File: src/design/look_at_view_matrix_top_defines.svh
// Assertion macros shared by the view matrix design.
`ifndef LOOK_AT_VIEW_MATRIX_TOP_DEFINES_SVH
`define LOOK_AT_VIEW_MATRIX_TOP_DEFINES_SVH
`ifndef SYNTHESIS
`define LAV_ASSERT(label, prop) \
    label: assert property (@(posedge i_clk) disable iff (!i_rst_n) prop) \
        else $error("look_at_view_matrix assertion failed");
`define LAV_NEVER(label, expr) \
    label: assert property (@(posedge i_clk) disable iff (!i_rst_n) !(expr)) \
        else $error("look_at_view_matrix forbidden condition seen");
`else
`define LAV_ASSERT(label, prop)
`define LAV_NEVER(label, expr)
`endif
`endif

File: src/design/lav_delay.sv
`timescale 1ns / 1ps
module lav_delay #(
    parameter int W = 96,
    parameter int D = 2
) (
    input  logic         i_clk,
    input  logic         i_en,
    input  logic [W-1:0] i_d,
    output logic [W-1:0] o_d
);

    logic [W-1:0] r_sr [0:D-1];

    always_ff @(posedge i_clk) begin
        if (i_en) begin
            r_sr[0] <= i_d;
            for (int k = 1; k < D; k++) begin
                r_sr[k] <= r_sr[k-1];
            end
        end
    end

    assign o_d = r_sr[D-1];

endmodule

File: config.mk
export PLATFORM = sky130hd
export DESIGN_NAME = lav_delay
export DESIGN_NICKNAME = d
export VERILOG_FILES = /design/src/design/look_at_view_matrix_top_defines.svh /design/src/design/lav_delay.sv
export SDC_FILE = /design/constraint.sdc
export NUM_CORES = 1
export LEC_CHECK = 0
export ABC_AREA = 1
export BUFFER_PORTS_ARGS = -buffer_cell sky130_fd_sc_hd__buf_2
export CAP_MARGIN = 20
export CORE_UTILIZATION = 30
export DETAILED_ROUTE_END_ITERATION = 12
export PLACE_DENSITY_LB_ADDON = 0.12
export SETUP_SLACK_MARGIN = 0.3
export SLEW_MARGIN = 20
export SYNTH_ARGS = -nofsm -noshare
export SYNTH_HDL_FRONTEND = slang
export SYNTH_SLANG_ARGS = --single-unit
File: constraint.sdc
create_clock -name i_clk -period 0.84 [get_ports i_clk]
set_input_delay 0.168 -clock i_clk [delete_from_list [all_inputs] [get_ports i_clk]]
set_output_delay 0.168 -clock i_clk [all_outputs]
set_load 0.02 [all_outputs]
# Yosys cells after proc, flatten, opt, wreduce, memory -nomap -nowiden
# Memories as Yosys holds them, arrays and structs flattened.
# Index checks and enable logic that the tools add are counted.
[classes]
addsub = 0
n_mul = 0
div_mod_pow = 0
n_lt_le_gt_ge = 0
eq_ne = 0
shift = 0
mux = 2
bitwise_logic = 0
n_reduce_logical = 0
[op_table]
columns = ["cell", "n"]
rows = [
  ["$mux 1", 2],
]
[word_totals]
ff_bits = 0
latch_bits = 0
ramBits = 192
romBits = 0
input_bits = 98
output_inout_bits = 96
elab_cells = 3
mem_count = 1
[mem_list]
columns = ["name", "depth", "word_bits", "rd", "rd_ports_with_merged_regs", "write_ports", "line_no", "source"]
rows = [
  ["r_sr", 2, 96, 2, 0, 2, "lav_delay.sv:12", "logic [W-1:0] r_sr [0:D-1];"],
]

# Depth between registers and ports, before layout
[depth]
ltp_word = 2
depth_mapped = 1
mapped_depth_nobuf = 0

# Worst setup path before layout
# Ideal clock, no wire load.
[synth_timing]
path_kind = "flip-flop to output port"
startpoint = "mem r_sr[1][0] (netlist: r_sr[0][96])"
endpoint = "out o_d[0]"
arrival_time_ns = 0.490
t_required_ns = 0.672
path_slack_ns = 0.182
stages_incl_launch_ff = 2
path_buffers = 1
path_cell_list = "edfxtp_1 buf_4"
[synth_lines]
columns = ["item", "line_no", "source"]
rows = [
  ["from (decl)", "lav_delay.sv:12", ""],
  ["to (decl)", "lav_delay.sv:9", "output logic [W-1:0] o_d"],
]

==> results_dict.tcl <==
set metrics [dict create \
    status "complete, but fails checks" \
    violations "hold timing, setup timing" \
    drt-initial-drc-count 109 \
    synth_compound_area_frac 0 \
    hpwlAfterDp_um 7030 \
    largest_reg_flops 192 \
    synth_fa_ha_area_frac 0 \
    die_area_sq_um 22200 \
    holdWs_ns -0.0873 \
    reg.largest.list "r_sr x192" \
    post-place-ws_ns -0.156 \
    dr_total_vias 2678 \
    worst_setup_path_end_kind "primary output" \
    clock-sinks 192 \
    regMostFlops "r_sr" \
    num_io_pins 194 \
    cpPeakStageDelay_ns 0.42 \
    first_pass_iters 4 \
    num_rows 53 \
    synth_nets 386 \
    path_cells "buf_6" \
    nets 514 \
    path_clk_slew_ns 0.07 \
    cts_made_buffers 17 \
    grt_max_degree 33 \
    drive_above_1_share 0.548 \
    syn_avg_cell_area_sq_um 22.5 \
    critPathBufInv 1 \
    finalWorstSetupSlack_ns -0.329 \
    cellLeakagePower_uw 0.00318 \
    max_cap_viol_count 0 \
    areaGrowthSynthToFinish_pct 28.5 \
    synth-simple-area-share 0 \
    grt_pass1_vias 2759 \
    yosysUniqueCellTypes 2 \
    insertion_delay_ns 0.42 \
    synth_top_family_by_area "buffers and inverters" \
    critical-path-top-delay-family "flip-flops" \
    root_buffer "clkbuf_16" \
    post-route-period-util 1.39 \
    ys_seq_elements 192 \
    synth-warning-count 0 \
    core_sq_um 21100 \
    path_max_fanout 1 \
    post-cts-setup-buffers 0 \
    synth_seq_area_share 0.889 \
    hold_violations 96 \
    place.gp.congestion 0.680 \
    synthCells 288 \
    worstPathRequired_ns 0.67 \
    path_class "reg2out" \
    postRouteWirelength_um 10200 \
    worst_ep_arrival_time_ns 1.00 \
    utilization 0.395 \
    wl_per_cell_um 14.4 \
    overflow 0 \
    die_h_um 149 \
    drc_errors 0 \
    vias_per_cell 3.79 \
    holdCritPathClass "in2reg" \
    multi_input_area_sq_um 0 \
    syn-cell-area_sq_um 6490 \
    antenna_found_initial 2 \
    skew_ns 0.00809 \
    max_freq_mhz 855 \
    rsz0062_at_grt "yes" \
    slowest_stage "edfxtp_1" \
    relSlewSlack 0.847 \
    start_util 0.308 \
    cts_tree "built" \
    muxShareOfSynthArea 0 \
    cts_max_level 4 \
    fin_crit_ns 1.17 \
    grt_pass1_wl_um 14900 \
    clk_path_buf_depth 2 \
    setup_viol 96 \
    nMultiInputCombCells 0 \
    die_width_um 149 \
    port_buffers 193 \
    start_kind "flip-flop" \
    slew_violations 0 \
    grt_use_total 0.0948 \
    ant_nets 0 \
    synthXorXnorAreaFrac 0 \
    peakVddDrop_mv 1.09 \
    powerDensity_nw_per_um2 2520 \
    tightest_slew_ns 0.230 \
]
-- layout make-up --
class	instances	area, sq um
fill	1915	12800
sequential	192	5770
timing repair buffer	205	1630
clock buffer	17	425
tap	275	344
clock inverter	15	158
antenna	2	5.00
-- placed cells by master (no fill, tap or decap) --
| master | count |
|---|---|
| buf_12 | 4 |
| buf_16 | 2 |
| buf_2 | 119 |
| buf_4 | 4 |
| buf_6 | 74 |
| buf_8 | 1 |
| bufinv_16 | 2 |
| clkbuf_16 | 18 |
| clkinv_1 | 2 |
| clkinv_2 | 2 |
| clkinv_4 | 3 |
| clkinvlp_4 | 1 |
| diode_2 | 2 |
| edfxtp_1 | 192 |
| inv_6 | 4 |
| inv_8 | 1 |
-- synthesized netlist by cell type, drive strengths merged --
master / count / area share
buf: 96 / 0.11
edfxtp: 192 / 0.89
-- per-layer routing --
metal | vias to the layer above | part of all wire | GRT usage
met5 | - | 0 | 0
met4 | 0 | 0.019 | 0.0536
met3 | 15 | 0.11 | 0.0492
met2 | 121 | 0.48 | 0.145
met1 | 1296 | 0.39 | 0.106
li1 | 1246 | - | -
-- power by group --
group	switching (uW)	leakage, uW	total, uW	internal [uW]
logic	777	0.00102	1490	711
registers	218	0.00188	11600	11400
clock network	3470	0.000285	7900	4430
total	4470	0.00318	21000	16500
-- what timing repair did --
item,CTS,global route
setup endpoints to repair,192,213
resized for setup,70,81
endpoints found under the hold margin,96,96
cloned,0,1
pin swaps,0,0
-- cells by family (layout without fill, tap and decap cells) --
group | after synthesis | after routing
buffers and inverters | 96 | 237
other | 0 | 2
flip-flops | 192 | 192
-- final timing paths --
path	from	to	slack, ns	cells past startpoint
worst max-delay path	r_sr[0][139]	o_d[43]	-0.33	1
worst min-delay path	i_d[28]	r_sr[0][28]	-0.09	1
worst max register to register	r_sr[0][81]	r_sr[0][177]	0.19	0
worst min register to register	r_sr[0][86]	r_sr[0][182]	0.42	0
-- per-stage QoR --
| stage | setup TNS, ns | area [sq um] | hold slack [ns] | total power [uW] | cells |
|---|---|---|---|---|---|
| after floorplan | 0 | 6490 | 0.267 | 12500 | 288 |
| after global routing | -31.60 | 8330 | -0.121 | 21800 | 704 |
| after detailed placement | -21.41 | 7240 | 0.346 | 13000 | 671 |
| final | -26.58 | 8330 | -0.0873 | 21000 | 706 |
| after global placement | -19.57 | 7240 | 0.345 | 12900 | 671 |
| after CTS | -29.56 | 8040 | -0.111 | 21100 | 703 |
(Power assumes the default switching activity.)
